## config.mk

```make
export PLATFORM = sky130hd
export DESIGN_NAME = download_frame_builder_crc16_core
export DESIGN_NICKNAME = d
export VERILOG_FILES = /design/src/hdl/dfb_pkg.sv /design/src/hdl/dfb_in_stage.sv /design/src/hdl/dfb_emitter.sv /design/src/hdl/dfb_out_reg.sv /design/src/hdl/download_frame_builder_crc16_core.sv
export VERILOG_INCLUDE_DIRS = /design/src /design/src/hdl
export SDC_FILE = /design/constraint.sdc
export NUM_CORES = 1
export LEC_CHECK = 0
export BUFFER_PORTS_ARGS = -buffer_cell sky130_fd_sc_hd__buf_2
export CAP_MARGIN = 20
export CELL_PAD_IN_SITES_DETAIL_PLACEMENT = 0
export CELL_PAD_IN_SITES_GLOBAL_PLACEMENT = 2
export CORE_MARGIN = 10
export CORE_UTILIZATION = 27
export CTS_CLUSTER_SIZE = 10
export DETAILED_ROUTE_END_ITERATION = 8
export GPL_TIMING_DRIVEN = 0
export HOLD_SLACK_MARGIN = 0.15
export PLACE_DENSITY_LB_ADDON = 0.1
export SETUP_SLACK_MARGIN = 0.4
export SLEW_MARGIN = 40
export SYNTH_ARGS = -nofsm -noshare
export SYNTH_HDL_FRONTEND = slang
export SYNTH_SLANG_ARGS = --single-unit
export TNS_END_PERCENT = 30
```

## constraint.sdc

```tcl
create_clock -name clk -period 2.8 [get_ports clk]
set_input_delay 0.14 -clock clk [delete_from_list [all_inputs] [get_ports clk]]
set_output_delay 0.14 -clock clk [all_outputs]
set_load 0.02 [all_outputs]
```

## src/hdl/download_frame_builder_crc16_core_macros.svh

```systemverilog
// Assertion macros shared by the frame builder RTL.
// Each property is sampled on clk and disabled while rst_n is low.
`ifndef DOWNLOAD_FRAME_BUILDER_CRC16_CORE_MACROS_SVH
`define DOWNLOAD_FRAME_BUILDER_CRC16_CORE_MACROS_SVH

`ifndef SYNTHESIS

`define DFB_ASSERT_SAME(label, ante, cons) \
    label: assert property (@(posedge clk) disable iff (!rst_n) (ante) |-> (cons)) \
        else $error("frame builder check failed");

`define DFB_ASSERT_NEXT(label, ante, cons) \
    label: assert property (@(posedge clk) disable iff (!rst_n) (ante) |=> (cons)) \
        else $error("frame builder check failed");

`else

`define DFB_ASSERT_SAME(label, ante, cons)

`define DFB_ASSERT_NEXT(label, ante, cons)

`endif

`endif

```

## src/hdl/dfb_pkg.sv

```systemverilog
package dfb_pkg;

    localparam logic       ACT_START = 1'b0;
    localparam logic       ACT_DATA  = 1'b1;

    localparam logic [7:0]  DIR_HOST_TO_DEVICE = 8'h01;
    localparam logic [15:0] CRC_INIT           = 16'hFFFF;
    localparam logic [15:0] CRC_POLY           = 16'h1021;
    localparam logic [15:0] HDR_LEN            = 16'd4;

    // Position of the byte being emitted for the current item
    localparam logic [2:0] POS_DIR    = 3'd0;
    localparam logic [2:0] POS_STEP   = 3'd1;
    localparam logic [2:0] POS_LEN_LO = 3'd2;
    localparam logic [2:0] POS_LEN_HI = 3'd3;
    localparam logic [2:0] POS_CRC_LO = 3'd4;
    localparam logic [2:0] POS_CRC_HI = 3'd5;
    localparam logic [2:0] POS_DATA       = 3'd0;
    localparam logic [2:0] POS_DATA_CRCLO = 3'd1;

    typedef struct packed {
        logic        valid;
        logic        action;
        logic [7:0]  step_code;
        logic [15:0] payload_length;
        logic [7:0]  data_byte;
    } item_t;

    typedef struct packed {
        logic       valid;
        logic [7:0] out_byte;
        logic       frame_end;
    } emit_t;

    // CRC-16, MSB first, one byte folded in
    function automatic logic [15:0] crc_byte(input logic [15:0] crc, input logic [7:0] b);
        logic [15:0] c;
        c = crc ^ {b, 8'h00};
        for (int i = 0; i < 8; i++)
        begin
            if (c[15])
            begin
                c = {c[14:0], 1'b0} ^ CRC_POLY;
            end
            else
            begin
                c = {c[14:0], 1'b0};
            end
        end
        return c;
    endfunction

endpackage

```

## src/hdl/dfb_in_stage.sv

```systemverilog
module dfb_in_stage (
    input  logic          clk,
    input  logic          rst_n,
    input  logic          s_tvalid,
    output logic          s_tready,
    input  logic [31:0]   s_tdata,   // step_code[7:0], payload_length[23:8], data_byte[31:24]
    input  logic          s_tuser,   // action
    input  logic          consume,
    output dfb_pkg::item_t item
);
    import dfb_pkg::*;

    item_t item_reg;
    item_t item_next;

    assign s_tready = !item_reg.valid || consume;
    assign item     = item_reg;

    always_comb
    begin
        item_next = item_reg;
        if (s_tvalid && s_tready)
        begin
            item_next.valid          = 1'b1;
            item_next.action         = s_tuser;
            item_next.step_code      = s_tdata[7:0];
            item_next.payload_length = s_tdata[23:8];
            item_next.data_byte      = s_tdata[31:24];
        end
        else if (consume)
        begin
            item_next.valid = 1'b0;
        end
    end

    always_ff @(posedge clk or negedge rst_n)
    begin
        if (!rst_n)
        begin
            item_reg <= '0;
        end
        else
        begin
            item_reg <= item_next;
        end
    end

endmodule

```

## src/hdl/dfb_emitter.sv

```systemverilog
module dfb_emitter (
    input  logic           clk,
    input  logic           rst_n,
    input  dfb_pkg::item_t item,
    input  logic           out_free,
    output logic           consume,
    output dfb_pkg::emit_t emit
);
    import dfb_pkg::*;

    logic        open_reg, open_next;
    logic [15:0] rem_reg, rem_next;
    logic [15:0] crc_reg, crc_next;
    logic [2:0]  pos_reg, pos_next;

    logic [15:0] total;
    logic [15:0] crc_in;
    logic [7:0]  byte_c;
    logic        upd_crc;
    logic        crc_hi;
    logic        done;
    logic        drop;

    assign total = item.payload_length + HDR_LEN;
    // Only a fresh data request can be dropped; its CRC bytes follow with rem at zero
    assign drop  = (item.action == ACT_DATA) && (pos_reg == POS_DATA) &&
                   (!open_reg || rem_reg == '0);

    // Byte selection for the current position
    always_comb
    begin
        byte_c  = crc_reg[15:8];
        upd_crc = 1'b0;
        crc_hi  = 1'b0;
        done    = 1'b0;
        if (item.action == ACT_START)
        begin
            case (pos_reg)
                POS_DIR:
                begin
                    byte_c  = DIR_HOST_TO_DEVICE;
                    upd_crc = 1'b1;
                end
                POS_STEP:
                begin
                    byte_c  = item.step_code;
                    upd_crc = 1'b1;
                end
                POS_LEN_LO:
                begin
                    byte_c  = total[7:0];
                    upd_crc = 1'b1;
                end
                POS_LEN_HI:
                begin
                    byte_c  = total[15:8];
                    upd_crc = 1'b1;
                    done    = (item.payload_length != '0);
                end
                POS_CRC_LO:
                begin
                    byte_c = crc_reg[7:0];
                end
                default:
                begin
                    byte_c = crc_reg[15:8];
                    crc_hi = 1'b1;
                    done   = 1'b1;
                end
            endcase
        end
        else
        begin
            case (pos_reg)
                POS_DATA:
                begin
                    byte_c  = item.data_byte;
                    upd_crc = 1'b1;
                    done    = (rem_reg != 16'd1);
                end
                POS_DATA_CRCLO:
                begin
                    byte_c = crc_reg[7:0];
                end
                default:
                begin
                    byte_c = crc_reg[15:8];
                    crc_hi = 1'b1;
                    done   = 1'b1;
                end
            endcase
        end
    end

    // A new frame starts its CRC from the initial value
    assign crc_in = (item.action == ACT_START && pos_reg == POS_DIR) ? CRC_INIT : crc_reg;

    always_comb
    begin
        open_next = open_reg;
        rem_next  = rem_reg;
        crc_next  = crc_reg;
        pos_next  = pos_reg;
        consume   = 1'b0;
        emit      = '0;
        if (item.valid)
        begin
            if (drop)
            begin
                consume = 1'b1;
            end
            else if (out_free)
            begin
                emit.valid     = 1'b1;
                emit.out_byte  = byte_c;
                emit.frame_end = crc_hi;
                if (upd_crc)
                begin
                    crc_next = crc_byte(crc_in, byte_c);
                end
                if (item.action == ACT_START && pos_reg == POS_LEN_HI)
                begin
                    open_next = (item.payload_length != '0);
                    rem_next  = item.payload_length;
                end
                if (item.action == ACT_DATA && pos_reg == POS_DATA)
                begin
                    rem_next = rem_reg - 16'd1;
                end
                if (crc_hi)
                begin
                    open_next = 1'b0;
                    rem_next  = '0;
                    crc_next  = CRC_INIT;
                end
                if (done)
                begin
                    consume  = 1'b1;
                    pos_next = '0;
                end
                else
                begin
                    pos_next = pos_reg + 3'd1;
                end
            end
        end
    end

    always_ff @(posedge clk or negedge rst_n)
    begin
        if (!rst_n)
        begin
            open_reg <= 1'b0;
            rem_reg  <= '0;
            crc_reg  <= CRC_INIT;
            pos_reg  <= '0;
        end
        else
        begin
            open_reg <= open_next;
            rem_reg  <= rem_next;
            crc_reg  <= crc_next;
            pos_reg  <= pos_next;
        end
    end

endmodule

```

## src/hdl/dfb_out_reg.sv

```systemverilog
module dfb_out_reg (
    input  logic           clk,
    input  logic           rst_n,
    input  dfb_pkg::emit_t emit,
    output logic           out_free,
    output logic           m_tvalid,
    input  logic           m_tready,
    output logic [7:0]     m_tdata,   // out_byte
    output logic           m_tlast
);
    import dfb_pkg::*;

    logic       valid_reg, valid_next;
    logic [7:0] data_reg, data_next;
    logic       last_reg, last_next;

    assign out_free = !valid_reg || m_tready;
    assign m_tvalid = valid_reg;
    assign m_tdata  = data_reg;
    assign m_tlast  = last_reg;

    always_comb
    begin
        valid_next = valid_reg;
        data_next  = data_reg;
        last_next  = last_reg;
        if (out_free)
        begin
            valid_next = emit.valid;
            data_next  = emit.out_byte;
            last_next  = emit.frame_end;
        end
    end

    always_ff @(posedge clk or negedge rst_n)
    begin
        if (!rst_n)
        begin
            valid_reg <= 1'b0;
        end
        else
        begin
            valid_reg <= valid_next;
        end
    end

    always_ff @(posedge clk)
    begin
        data_reg <= data_next;
        last_reg <= last_next;
    end

endmodule

```

## src/hdl/download_frame_builder_crc16_core.sv

```systemverilog
// The first byte of an item passes the item register and the output register to m_tdata.
// Throughput: one byte per cycle unless m_tready stalls the output; a payload byte emits
// 1 byte, the last 3 with its CRC, a start 4 (6 at zero length), one outside a frame none.
// The emitter's single byte-wide CRC step sets this rate: one frame byte per cycle.
// Reset (rst_n low, asynchronous): both stages empty, no frame open, CRC back to 0xFFFF.
`include "download_frame_builder_crc16_core_macros.svh"

module download_frame_builder_crc16_core (
    input  logic        clk,
    input  logic        rst_n,
    input  logic        s_tvalid,
    output logic        s_tready,
    input  logic [31:0] s_tdata,   // step_code[7:0], payload_length[23:8], data_byte[31:24]
    input  logic        s_tuser,   // action
    output logic        m_tvalid,
    input  logic        m_tready,
    output logic [7:0]  m_tdata,   // out_byte
    output logic        m_tlast
);
    import dfb_pkg::*;

    item_t item;
    emit_t emit;
    logic  consume;
    logic  out_free;

    dfb_in_stage u_in (
        .clk      (clk),
        .rst_n    (rst_n),
        .s_tvalid (s_tvalid),
        .s_tready (s_tready),
        .s_tdata  (s_tdata),
        .s_tuser  (s_tuser),
        .consume  (consume),
        .item     (item)
    );

    dfb_emitter u_emit (
        .clk      (clk),
        .rst_n    (rst_n),
        .item     (item),
        .out_free (out_free),
        .consume  (consume),
        .emit     (emit)
    );

    dfb_out_reg u_out (
        .clk      (clk),
        .rst_n    (rst_n),
        .emit     (emit),
        .out_free (out_free),
        .m_tvalid (m_tvalid),
        .m_tready (m_tready),
        .m_tdata  (m_tdata),
        .m_tlast  (m_tlast)
    );

    // never load a byte into a busy output register
    `DFB_ASSERT_SAME(a_emit_has_room, emit.valid, out_free)
    // the CRC high byte always retires its item
    `DFB_ASSERT_SAME(a_end_retires, emit.valid && emit.frame_end, consume)
    // a taken request lands in the item register
    `DFB_ASSERT_NEXT(a_item_loaded, s_tvalid && s_tready, item.valid)

endmodule
```

; Yosys cells after proc, flatten, opt, wreduce, memory -nomap -nowiden
; Index checks and enable logic that the tools add are counted.
[totals]
out_inout_bits = 11
register_bits = 80
word_cells = 124
input_bits = 37
[classes]
n_mux = 65
bitwise_logic = 12
eq_ne = 5
n_reduce_logical = 27
add_sub_neg = 3
[ops]
columns = cell, count
row1 = 2-to-1 mux 16 bit, 34
row2 = 2-to-1 mux 13 bit, 8
row3 = one-hot mux 8 bit (5 select lines), 1
row4 = inverter 3 bit, 8
row5 = 2-to-1 mux 10 bit, 2
row6 = adder 16 x 3 -> 16 bit (second input constant), 1
row7 = zero test 16 bit, 1
row8 = inequality test 16 x 1 -> 1 bit (second input constant), 1
row9 = one-hot mux 8 bit (2 select lines), 1
row10 = nonzero test 16 bit, 1
row11 = subtractor 16 x 1 -> 16 bit (second input constant), 1
row12 = XOR 16 bit, 1
row13 = 2-to-1 mux 1 bit, 15
row14 = AND reduction 4 bit, 3
row15 = 2-to-1 mux 8 bit, 1
row16 = OR reduction 4 bit, 2
row17 = equality test 3 x 2 -> 1 bit (second input constant), 2
row18 = nonzero test 2 bit, 3
row19 = logical AND 1 bit, 5
row20 = OR reduction 5 bit, 1
row21 = one-hot mux 1 bit (2 select lines), 2
row22 = OR reduction 2 bit, 2
row23 = adder 3 x 1 -> 3 bit (second input constant), 1
row24 = equality test 3 x 1 -> 1 bit (second input constant), 1
row25 = other kinds (8), 14

; Depth between registers and ports, before layout
; Gate-level depths: netlist of run 1.
[logic_depth]
ltp_word = 50
mapped_depth = 12
depth_no_buf = 10

; Modules after synthesis
; A second synthesis of run 1 with hierarchy kept.
[unflattened]
cells_unflattened = 531
hier_area_um2 = 5161.2
[modules_own_cells]
columns = module, instances, seq_area_each_um2, area_each_um2, cells_each
row1 = dfb_emitter, 1, 920.9, 3415.8, 446
row2 = dfb_in_stage, 1, 850.8, 1427.6, 73
row3 = dfb_out_reg, 1, 295.3, 317.8, 12

; Least setup slack after synthesis of run 1
; Ideal clock, no wire load.
[synth_path]
path_type = register -> register
start = reg u_emit.pos_reg[2]
end = reg u_emit.crc_reg[6]
period_less_slack_ps = 2710
setup_slack_ps = 90
setup_ps = 73
path_buffers = 1
arrival_time_ps = 2637
stages_incl_launch_ff = 12
t_required_ps = 2727
cell_sequence = dfrtp_1 clkbuf_1 inv_1 ha_1 nor2_1 a21oi_1 a221oi_1 a31oi_1 xnor2_2 xnor3_1 xnor2_1 a21oi_1
[synth_via]
elab_chain_cells = 42
elab_cells_between_ends = 65
classes_between = 4 x eq/ne / 48 x mux / 4 x bitwise / 9 x reduce/logical
[synth_rtl]
columns = element, line
row1 = start: declaration, dfb_emitter.sv:14  ; logic [2:0] pos_reg, pos_next;
row2 = start signal: assignment, dfb_emitter.sv:163  ; pos_reg <= pos_next;
row3 = "equality test 3 bit, or another cell as far along", dfb_emitter.sv:38  ; case (pos_reg)
row4 = "one-hot mux 8 bit (5 select lines), or another cell as far along", dfb_emitter.sv:38
row5 = 2-to-1 mux 8 bit / 2-to-1 mux 16 bit (equally long branches), "dfb_emitter.sv:36, dfb_emitter.sv:96"
row6 = XOR 16 bit, dfb_pkg.sv:38  ; c = crc ^ {b, 8'h00};
row7 = 2-to-1 mux 16 bit, dfb_emitter.sv:117  ; if (upd_crc)
row8 = 2-to-1 mux 16 bit, dfb_emitter.sv:112  ; else if (out_free)
row9 = 2-to-1 mux 16 bit, dfb_emitter.sv:108  ; if (drop)
row10 = 2-to-1 mux 16 bit, dfb_emitter.sv:106  ; if (item.valid)
row11 = [... 26 more ...], --
row12 = 2-to-1 mux 13 bit, dfb_pkg.sv:41  ; if (c[15])
row13 = 2-to-1 mux 16 bit, dfb_emitter.sv:117
row14 = 2-to-1 mux 16 bit, dfb_emitter.sv:112
row15 = 2-to-1 mux 16 bit, dfb_emitter.sv:108
row16 = 2-to-1 mux 16 bit, dfb_emitter.sv:106
row17 = 2-to-1 mux 13 bit, dfb_pkg.sv:41
row18 = 2-to-1 mux 16 bit, dfb_emitter.sv:117
row19 = 2-to-1 mux 16 bit, dfb_emitter.sv:130  ; if (crc_hi)
row20 = end signal: assignment, dfb_emitter.sv:162  ; crc_reg <= crc_next;
row21 = end: declaration, dfb_emitter.sv:13  ; logic [15:0] crc_reg, crc_next;
; Several ways; a longest one is shown, not always the timed one. The select of a mux whose other input is x is not followed.
; A chain may end at the register's enable or synchronous reset.

; Worst setup path after layout of run 1
[layout_path]
start = reg u_emit.rem_reg[15]
end = reg u_in.item_reg (netlist bit u_in.item[16])
[layout_via]
elab_chain_cells = 9
elab_cells_between_ends = 12
classes_between = 1 x eq/ne / 6 x mux / 5 x reduce/logical
[layout_rtl]
columns = element, line
row1 = start: declaration, dfb_emitter.sv:12  ; logic [15:0] rem_reg, rem_next;
row2 = start signal: assignment, dfb_emitter.sv:161  ; rem_reg <= rem_next;
row3 = inequality test 16 x 1 -> 1 bit, dfb_emitter.sv:79  ; done = (rem_reg != 16'd1);
row4 = one-hot mux 1 bit (2 select lines), dfb_emitter.sv:74  ; case (pos_reg)
row5 = 2-to-1 mux 1 bit, dfb_emitter.sv:36  ; if (item.action == ACT_START)
row6 = 2-to-1 mux 1 bit, dfb_emitter.sv:136  ; if (done)
row7 = 2-to-1 mux 1 bit, dfb_emitter.sv:112
row8 = 2-to-1 mux 1 bit *, dfb_emitter.sv:108
row9 = 2-to-1 mux 1 bit *, dfb_emitter.sv:106
row10 = logical OR 1 bit *, dfb_in_stage.sv:16  ; assign s_tready = !item_reg.valid || consume;
row11 = logical AND 1 bit *, dfb_in_stage.sv:22  ; if (s_tvalid && s_tready)
row12 = end signal: assignment, dfb_in_stage.sv:44  ; item_reg <= item_next;
row13 = end: declaration, dfb_in_stage.sv:13  ; item_t item_reg;
; Mark *: on every way between the ends. The rest lies on a longest branch, timed or not.

==> results of run 1 <==
## Yosys cell counts, types with 7 or more instances
master	n	area [um^2]
nor3_1	15	75.07
dfstp_2	16	420.4
nand3_1	12	60.06
mux2_4	30	450.4
dfrtp_1	55	1376
inv_1	16	60.06
a31oi_1	7	43.79
a22oi_1	10	75.07
a21oi_1	35	175.2
o21ai_0	51	255.2
edfxtp_1	9	270.3
nor4_1	13	81.33
ha_1	10	125.1
nor2_1	60	225.2
clkbuf_1	12	45.04
nand4_1	7	43.79
xnor2_1	18	157.7
nand2_1	23	86.33
## through the flow
stage	area, um^2	utilization (%)
floorplan	4966	-
global placement	5488	30.45
detailed placement	5528	30.67
CTS	6984	38.75
global route	7007	38.87
finish	7007	38.87
## layout make-up
class	count	share of cell area, %
Clock buffer	12	3.375
Tap cell	229	4.089
Clock inverter	4	0.6429
Sequential cell	80	29.61
Inverter	16	0.9643
Buffer	29	4.125
Multi-Input combinational cell	375	43.29
Timing Repair Buffer	130	13.91
## kinds of logic (layout without fill, tap and decap cells)
logic type | Yosys count | in the layout | synth area share [%]
xor+xnor | 26 | 26 | 5.032
mux | 35 | 35 | 10.21
simple gates | 162 | 162 | 16.94
compound gates | 142 | 142 | 18.15
fa+ha+maj | 10 | 10 | 2.528
buf+inv | 45 | 191 | 5.360
flops | 80 | 80 | 41.77
## path summary, 6_finish.rpt
kind	start	end	slack, ps
hold reg to reg	u_in.item[6]$_DFFE_PN0P_	u_in.item[6]$_DFFE_PN0P_	520
max in group asynchronous	rst_n	u_in.item[17]$_DFFE_PN0P_	2030
hold / removal	rst_n	u_emit.rem_reg[10]$_DFFE_PN0P_	250
min in group clk	m_tready	u_out.m_tvalid$_DFFE_PN0N_	250
setup / recovery	u_emit.rem_reg[15]$_DFFE_PN0P_	u_in.item[16]$_DFFE_PN0P_	140
setup reg to reg	u_emit.rem_reg[15]$_DFFE_PN0P_	u_in.item[16]$_DFFE_PN0P_	140
## routing by layer
layer  part of all wire (%)  vias up  routed length [um]  GRT usage [%]
met1                     49     2152                8196          19.41
met3                    3.3       12                 552          2.895
met5                      0        -                   0              0
li1                       -     2104                   -              -
met4                    1.3        0                 216          3.699
met2                     46       77                7628          22.18
## power by group
part           switching (W)  internal (W)  leakage (nW)  total [W]
Combinational        0.00367       0.00360          1.87    0.00727
Sequential          0.000576       0.00188         0.925    0.00245
Clock               0.000478      0.000687         0.140    0.00117
Total                0.00473       0.00616          2.93     0.0109
## what timing repair did
action	in CTS	in global routing
gates cloned	1	0
resized for setup	106	0
pin swaps	27	0
hold endpoints to repair	105	0
endpoints found under the setup margin	77	69
setup buffers	43	3
hold buffers	35	0
==> flow_metrics.tcl, run 1 <==
set metrics [dict create \
    ys_warn_count 0 \
    ys_ff_latch 80 \
    drive_gt1_share_pct 40.09 \
    nets 688 \
    path_class "reg2reg" \
    hold_viol 0 \
    pre_cts_slack_ps -548.0 \
    p_total_w 0.01089 \
    drt-pass1-iter-count 4 \
    crit_path_start_kind "flip-flop" \
    crit_arrival_ps 2890 \
    initial_utilization_pct 27.45 \
    rows 49 \
    crit_required_ps 3040 \
    ys.flop_type "dfrtp_1" \
    grt_util_all_layers_pct 14.18 \
    critPathSlowestCell "or4_4" \
    core_region_area_um2 18020 \
    finalSetupViolations 0 \
    grt_pass1_wl_um 26820 \
    area_growth_pct 41.59 \
    cts.htree.levels 3 \
    dr.first_iter.drc_count 255 \
    seq_area_frac_synth_pct 41.77 \
    gr-total-overflow 0 \
    drv_cap 0 \
    vias_per_cell 4.966 \
    drt_wl_total_um 16590 \
    critPathMaxStageDelay_ps 560 \
    wire_per_inst_um 18.96 \
    clk_path_buf_depth 2 \
    largest_reg_flops 34 \
    hold_class "in2async" \
    n_antenna_cell 0 \
    path_depth 9 \
    port_buffers 47 \
    slew_headroom_pct 57.27 \
    via_count 4345 \
    fmax_mhz 376.0 \
    grt_start_max_net_pins 37 \
    insertion_delay_ps 350 \
    clock_skew_ps 8.696 \
    final_cell_mix "59 x nor2_1, 49 x dfrtp_1, 47 x o21ai_0, 47 x buf_2, 46 x buf_4" \
    critPathMaxFanout 10 \
    multi_input_area_um2 3033 \
    power_density_nw_per_um2 1554 \
    clock_sinks 80 \
    dp_hpwl_um 12000 \
    clk_pin_slew_ps 60 \
    dieArea_um2 24140 \
    fin_crit_ps 2660 \
    instances_no_fill 875 \
    syn_area_per_cell_um2 9.897 \
    timing.hold.ws_ps 246.9 \
    seqCellArea_um2 2074 \
    drc 0 \
    grt_pass1_vias 4581 \
    synth-edff-count 9 \
    cts_root_buf "clkbuf_16" \
    reg2reg_depth 9 \
    die_w_um 155.4 \
    worst-path-buf-inv 1 \
    status "complete, no violations" \
    drv_slew 0 \
    worstPathCellList "or3_1 -> or4_4 -> o31ai_4 -> nand2_2 -> nand2_4 -> o21bai_4 -> nand2_8 -> buf_12 -> mux2_4" \
    rsz0062_at_grt "yes" \
    die_y_um 155.4 \
    synthDistinctLibCells 67 \
    syn_area_um2 4948 \
    routabilityCongestion 0.7737 \
    syn_nets 547 \
    cts_tree "built" \
    cp_top_family "simple AND/OR/NAND/NOR gates" \
    cts_inserted_buffers 9 \
    peakVddDrop_mv 0.5812 \
    p_leak_nw 2.932 \
    fillers 1827 \
    antenna_left 0 \
    worst_pin_slew_ps 636.1 \
    async_reset_ff_share_pct 88.75 \
    synthCells 500 \
    io_pins 48 \
    cp-end-kind "flip-flop" \
    post-place-cells 777 \
    min_period_over_period_pct 94.99 \
    postLayoutSetupSlackWorst_ps 140.3 \
    setup_tns_ps 0 \
    grt_antenna_before_repair 0 \
    final_common_cell "nor2_1" \
]
Power figures use the tool's default switching activity.
==> inputs of run 2 (changes only) <==
--- a/config.mk
+++ b/config.mk
@@ -14,7 +14,6 @@
 export CORE_UTILIZATION = 27
 export CTS_CLUSTER_SIZE = 10
 export DETAILED_ROUTE_END_ITERATION = 8
-export GPL_TIMING_DRIVEN = 0
 export HOLD_SLACK_MARGIN = 0.15
 export PLACE_DENSITY_LB_ADDON = 0.1
 export SETUP_SLACK_MARGIN = 0.4
==> run 2 against run 1 <==
Compared with the run above: global-route usage grew 0.064 points; critical path type unchanged; die area is the same; critical endpoint is now u_in.item[17]$_DFFE_PN0P_; sequential cell count is the same; register-to-register slack lost 50 ps; via count shrank 0.28%; sequential share of layout area is essentially flat; maximum frequency shrank 1.7%; first-iteration DRC count shrank 7.8%.
==> flow_metrics.tcl, run 2 (synthesized netlist as in run 1, its figures left out) <==
set metrics [dict create \
    die_w_um 155.4 \
    power_frac_seq_pct 21.6 \
    cp-end-kind "flip-flop" \
    comb_power_share_pct 67.6 \
    peakVddDrop_mv 0.6678 \
    die_y_um 155.4 \
    met1_usage_pct 19.80 \
    finalSetupViolations 0 \
    grt_start_max_net_pins 72 \
    clk_path_buf_depth 2 \
    hold_class "in2reg" \
    busiest_layer "met2" \
    path_common_cell "nand2_4" \
    grt_pass1_wl_um 27040 \
    largest_reg_flops 34 \
    core_region_area_um2 18020 \
    min_period_over_period_pct 96.64 \
    clkPwrFrac_pct 10.8 \
    fmax_mhz 369.6 \
    grtUsageMet2_pct 21.94 \
    p_total_w 0.01102 \
    postLayoutSetupSlackWorst_ps 94.07 \
    swShare_pct 42.81 \
    clock_skew_ps 17.01 \
    grtUsageMet3_pct 2.840 \
    cts_tree "built" \
    io_pins 48 \
    critPathMaxFanout 5 \
    critPathMaxStageDelay_ps 470 \
    clock_sinks 80 \
    slew_headroom_pct 52.45 \
    vias_per_cell 4.874 \
    pre_cts_slack_ps -5.805 \
    fin_crit_ps 2706 \
    postLayoutCoreUtil_pct 38.81 \
    routabilityCongestion 0.7893 \
    worst_pin_slew_ps 713.3 \
    final_common_cell "buf_4" \
    rsz0062_at_grt "yes" \
    drt-pass1-iter-count 4 \
    drc 0 \
    final_cell_mix "83 x buf_4, 58 x nor2_1, 54 x dfrtp_1, 47 x o21ai_0, 45 x buf_2" \
    initial_utilization_pct 27.45 \
    worstPathCellList "or3_4 -> or4_4 -> o31ai_4 -> nand2_2 -> nand2_4 -> o21bai_4 -> buf_12 -> nand2_4 -> buf_6 -> mux2_4" \
    p_leak_nw 2.980 \
    wire_per_inst_um 18.91 \
    antenna_left 0 \
    insertion_delay_ps 350 \
    grt_pass1_vias 4666 \
    internal_power_w 0.006301 \
    grt_antenna_before_repair 0 \
    setup_tns_ps 0 \
    crit_path_start_kind "flip-flop" \
    crit_arrival_ps 2940 \
    drv_slew 0 \
    port_buffers 47 \
    drt_wl_total_um 16810 \
    dr.first_iter.drc_count 235 \
    crit_required_ps 3030 \
    critPathSlowestCell "or4_4" \
    cts.htree.levels 3 \
    cts_inserted_buffers 9 \
    clk_pin_slew_ps 70 \
    drive_gt1_share_pct 40.00 \
    nets 702 \
    power_density_nw_per_um2 1575 \
    power_switching_w 0.004716 \
    post-place-cells 804 \
    grt_util_all_layers_pct 14.24 \
    cts_root_buf "clkbuf_16" \
    instances_no_fill 889 \
    path_class "reg2reg" \
    n_antenna_cell 0 \
    area_growth_pct 41.37 \
    dp_hpwl_um 11840 \
    status "complete, no violations" \
    via_count 4333 \
    fillers 1830 \
    rows 49 \
    hold_viol 0 \
    drv_cap 0 \
    gr-total-overflow 0 \
    dieArea_um2 24140 \
]
## run 2: cell types whose count changed in the layout (fill, tap and decap cells not counted), sizes merged
cell / change
buf: +32
bufinv: -1
clkbuf: -20
clkinv: -3
clkinvlp: +2
dlygate4sd3: -1
inv: +1
nand2: +4
## run 2: power by group through the flow
stage                     combinational [W]  sequential [W]  clock, W
after floorplan                     0.00414         0.00229         0
after global placement              0.00608         0.00240         0
after detailed placement            0.00608         0.00241         0
after CTS                           0.00713         0.00238   0.00122
after global routing                0.00811         0.00245   0.00127
final                               0.00745         0.00238   0.00119
## run 2: critical path, delay by kind of cell (launching register included)
family          cells  cell delay [ps]
compound gates      2              420
simple gates        5             1130
mux                 1              290
flops               1              390
buf+inv             2              330
## run 2: per-stage QoR
stage	instance area, um^2	hold slack [ps]
finish	6995	247.8
global route	6995	280.5
CTS	6813	248.4
detailed placement	5736	222.5
global placement	5732	352.2
floorplan	4966	-155.6
## run 2: what timing repair did
item                       CTS  global route
hold endpoints to repair    88             0
pin swaps                   23             6
gates resized for setup     46            18
setup buffers               24             7
hold buffers                34             0
gates cloned                 3             1
setup endpoints to repair   66            70
## run 2: routing by layer
layer  vias up  part of all wire (%)
met1      2123                    51
met3        12                   3.0
met4         0                   1.2
met5         -                     0
met2        66                    45
li1       2132                     -
## run 2: worst paths after layout
path,start,end,slack [ps],cells after the start
worst max-delay path,u_emit.rem_reg[10]$_DFFE_PN0P_,u_in.item[17]$_DFFE_PN0P_,90,10
worst min-delay path,m_tready,u_out.m_tvalid$_DFFE_PN0N_,250,3
worst max register to register,u_emit.rem_reg[10]$_DFFE_PN0P_,u_in.item[17]$_DFFE_PN0P_,90,10
worst min register to register,u_in.item[5]$_DFFE_PN0P_,u_in.item[5]$_DFFE_PN0P_,510,1
max in group asynchronous,rst_n,u_emit.pos_reg[0]$_DFFE_PN0P_,1860,2
min in group asynchronous,rst_n,u_emit.rem_reg[5]$_DFFE_PN0P_,350,2
## run 2: area by class of cell
type	instances	area, um^2	area share [%]
inverters	16	60.06	0.8585
clock inverters	3	23.77	0.3398
repair buffers	169	1294	18.49
multi-input cells	379	2992	42.77
well taps	229	286.5	4.096
clock buffers	13	271.5	3.881
flip-flops and latches	80	2068	29.57
==> inputs of run 3 (changes only) <==
==> constraint.sdc (replaced) <==
create_clock -name clk -period 2.8 [get_ports clk]
set_input_delay 0.7 -clock clk [delete_from_list [all_inputs] [get_ports clk]]
set_output_delay 0.7 -clock clk [all_outputs]
set_load 0.02 [all_outputs]
==> run 3 against run 2 <==
Compared with the run above: the run now ends with setup timing left; routed wire length down 4.2%; combinational power down 5.6%; design area down 6.6%; global-route usage down 0.59 points; clock skew down 5.8 ps; via count down 4.3%; non-clock buffer count down 51; first-iteration DRC count down 3.8%; maximum frequency down 11%; die area unchanged.
==> flow_metrics.tcl, run 3 (synthesized netlist as in run 1, its figures left out) <==
set metrics [dict create \
    status "finished with violations" \
    violations "setup timing" \
    largest_reg_flops 34 \
    final_common_cell "buf_4" \
    die_w_um 155.4 \
    clk_path_buf_depth 2 \
    cts.htree.levels 3 \
    clk_pin_slew_ps 70 \
    drt_wl_total_um 16100 \
    reg2reg_depth 10 \
    seqCellArea_um2 2071 \
    hold_class "in2async" \
    worst_pin_slew_ps 718.8 \
    placed_area_um2 5781 \
    finalSetupViolations 1 \
    n_antenna_cell 0 \
    min_period_over_period_pct 108.9 \
    grt_start_max_net_pins 72 \
    path_depth 7 \
    rows 49 \
    grt_pass1_vias 4215 \
    grt_pass1_wl_um 25670 \
    r2r-start "u_emit.rem_reg[10]$_DFFE_PN0P_" \
    rsz0062_at_grt "yes" \
    grt_antenna_before_repair 0 \
    critPathMaxFanout 3 \
    crit_arrival_ps 2350 \
    cts_root_buf "clkbuf_16" \
    crit_required_ps 2100 \
    insertion_delay_ps 360 \
    routabilityCongestion 0.7748 \
    final_cell_mix "61 x buf_4, 58 x nor2_1, 52 x dfrtp_1, 45 x o21ai_0, 45 x buf_2" \
    via_count 4148 \
    drt-pass1-iter-count 5 \
    nets 647 \
    gr-total-overflow 0 \
    grt_util_all_layers_pct 13.65 \
    die_y_um 155.4 \
    slew_headroom_pct 52.08 \
    instances_no_fill 834 \
    p_leak_nw 2.755 \
    worstPathCellList "or3_4 -> or4_4 -> o31ai_4 -> nand2_2 -> nand2_4 -> o21bai_4 -> buf_6" \
    post-place-cells 805 \
    multi_input_area_um2 2933 \
    r2r_slack_ps 80 \
    crit_path_start_kind "flip-flop" \
    postLayoutSetupSlackWorst_ps -249.2 \
    clock_sinks 80 \
    hold_viol 0 \
    antenna_left 0 \
    io_pins 48 \
    fillers 1881 \
    critPathSlowestCell "or4_4" \
    initial_utilization_pct 27.45 \
    dr.first_iter.drc_count 226 \
    worst-path-buf-inv 1 \
    port_buffers 47 \
    fmax_mhz 328.0 \
    p_total_w 0.01075 \
    path_class "reg2out" \
    wire_per_inst_um 19.30 \
    r2r-end "u_in.item[9]$_DFFE_PN0P_" \
    cts-hold-fix-buffers 0 \
    dieArea_um2 24140 \
    drv_cap 0 \
    dp_hpwl_um 11780 \
    drc 0 \
    cp_top_family "simple AND/OR/NAND/NOR gates" \
    power_density_nw_per_um2 1646 \
    vias_per_cell 4.974 \
    critPathMaxStageDelay_ps 540 \
    cp-end-kind "output pin" \
    area_growth_pct 31.98 \
    cts_inserted_buffers 9 \
    fin_crit_ps 3049 \
    cts_tree "built" \
    clock_skew_ps 11.19 \
    core_region_area_um2 18020 \
    peakVddDrop_mv 0.5942 \
    drv_slew 0 \
    final_cell_area_um2 6531 \
    drive_gt1_share_pct 40.33 \
]
[run 3: cell types whose count changed in the layout (fill, tap and decap cells not counted), moves of 3 or more]
| cell | delta |
|---|---|
| clkinv_1 | +3 |
| dlygate4sd3_1 | -34 |
| buf_6 | +3 |
| o21ai_1 | +4 |
| buf_4 | -22 |
[run 3: worst max path at each step]
stage	endpoint	slack, ps	start
final	s_tready	-250	u_emit.rem_reg[10]$_DFFE_PN0P_
after global routing	s_tready	-310	u_emit.rem_reg[9]$_DFFE_PN0P_
after CTS	s_tready	-290	u_emit.rem_reg[10]$_DFFE_PN0P_
after detailed placement	u_emit.crc_reg[6]$_DFFE_PN1P_	-20	u_emit.pos_reg[0]$_DFFE_PN0P_
after global placement	u_emit.crc_reg[7]$_DFFE_PN1P_	5	u_in.item[10]$_DFFE_PN0P_
after floorplan	s_tready	270	u_emit.rem_reg[10]$_DFFE_PN0P_
[run 3: routing by layer]
layer	wire length [um]	track usage, %
met1	8041	19.42
met2	7196	20.51
met3	629	2.123
met4	231	4.590
met5	0	0
[run 3: what timing repair did]
item,in CTS,in global routing
cloned,1,0
resized for setup,47,22
pin swaps,10,15
setup endpoints to repair,66,69
setup buffers,10,2
[run 3: worst reg2reg max path: stages, from the launching register on]
cell      delay, ps
dfrtp_1         380
or3_4           390
or4_4           540
o31ai_4         240
nand2_2         110
nand2_4          80
o21bai_4        120
buf_4           160
nand2_8         100
buf_12          180
mux2_4          300
[run 3: final cells by class]
cell class,instances,share of cell area [%]
clock buffer,9,3.448
clock inverter,7,1.322
inverter,16,0.9195
multi-input combinational,375,44.90
sequential,80,31.71
tap,229,4.387
timing repair buffer,118,13.31
[run 3: through the flow]
stage	utilization [%]	TNS, ps	hold WS [ps]	worst slack (ps)
6_report	36.23	-249.2	347.3	-249.2
5_1_grt	36.23	-323.6	432.7	-310.0
4_1_cts	35.56	-286.3	404.5	-286.3
3_5_place_dp	32.07	-58.26	501.8	-19.25
3_3_place_gp	32.05	0	495.8	4.931
2_1_floorplan	-	0	404.4	266.3
[run 3: where the power goes]
group / total (W) / switching (W) / internal, W / leakage (nW)
sequential: 0.00242 / 0.000550 / 0.00187 / 0.928
combinational: 0.00703 / 0.00355 / 0.00348 / 1.68
clock: 0.00130 / 0.000524 / 0.000773 / 0.144
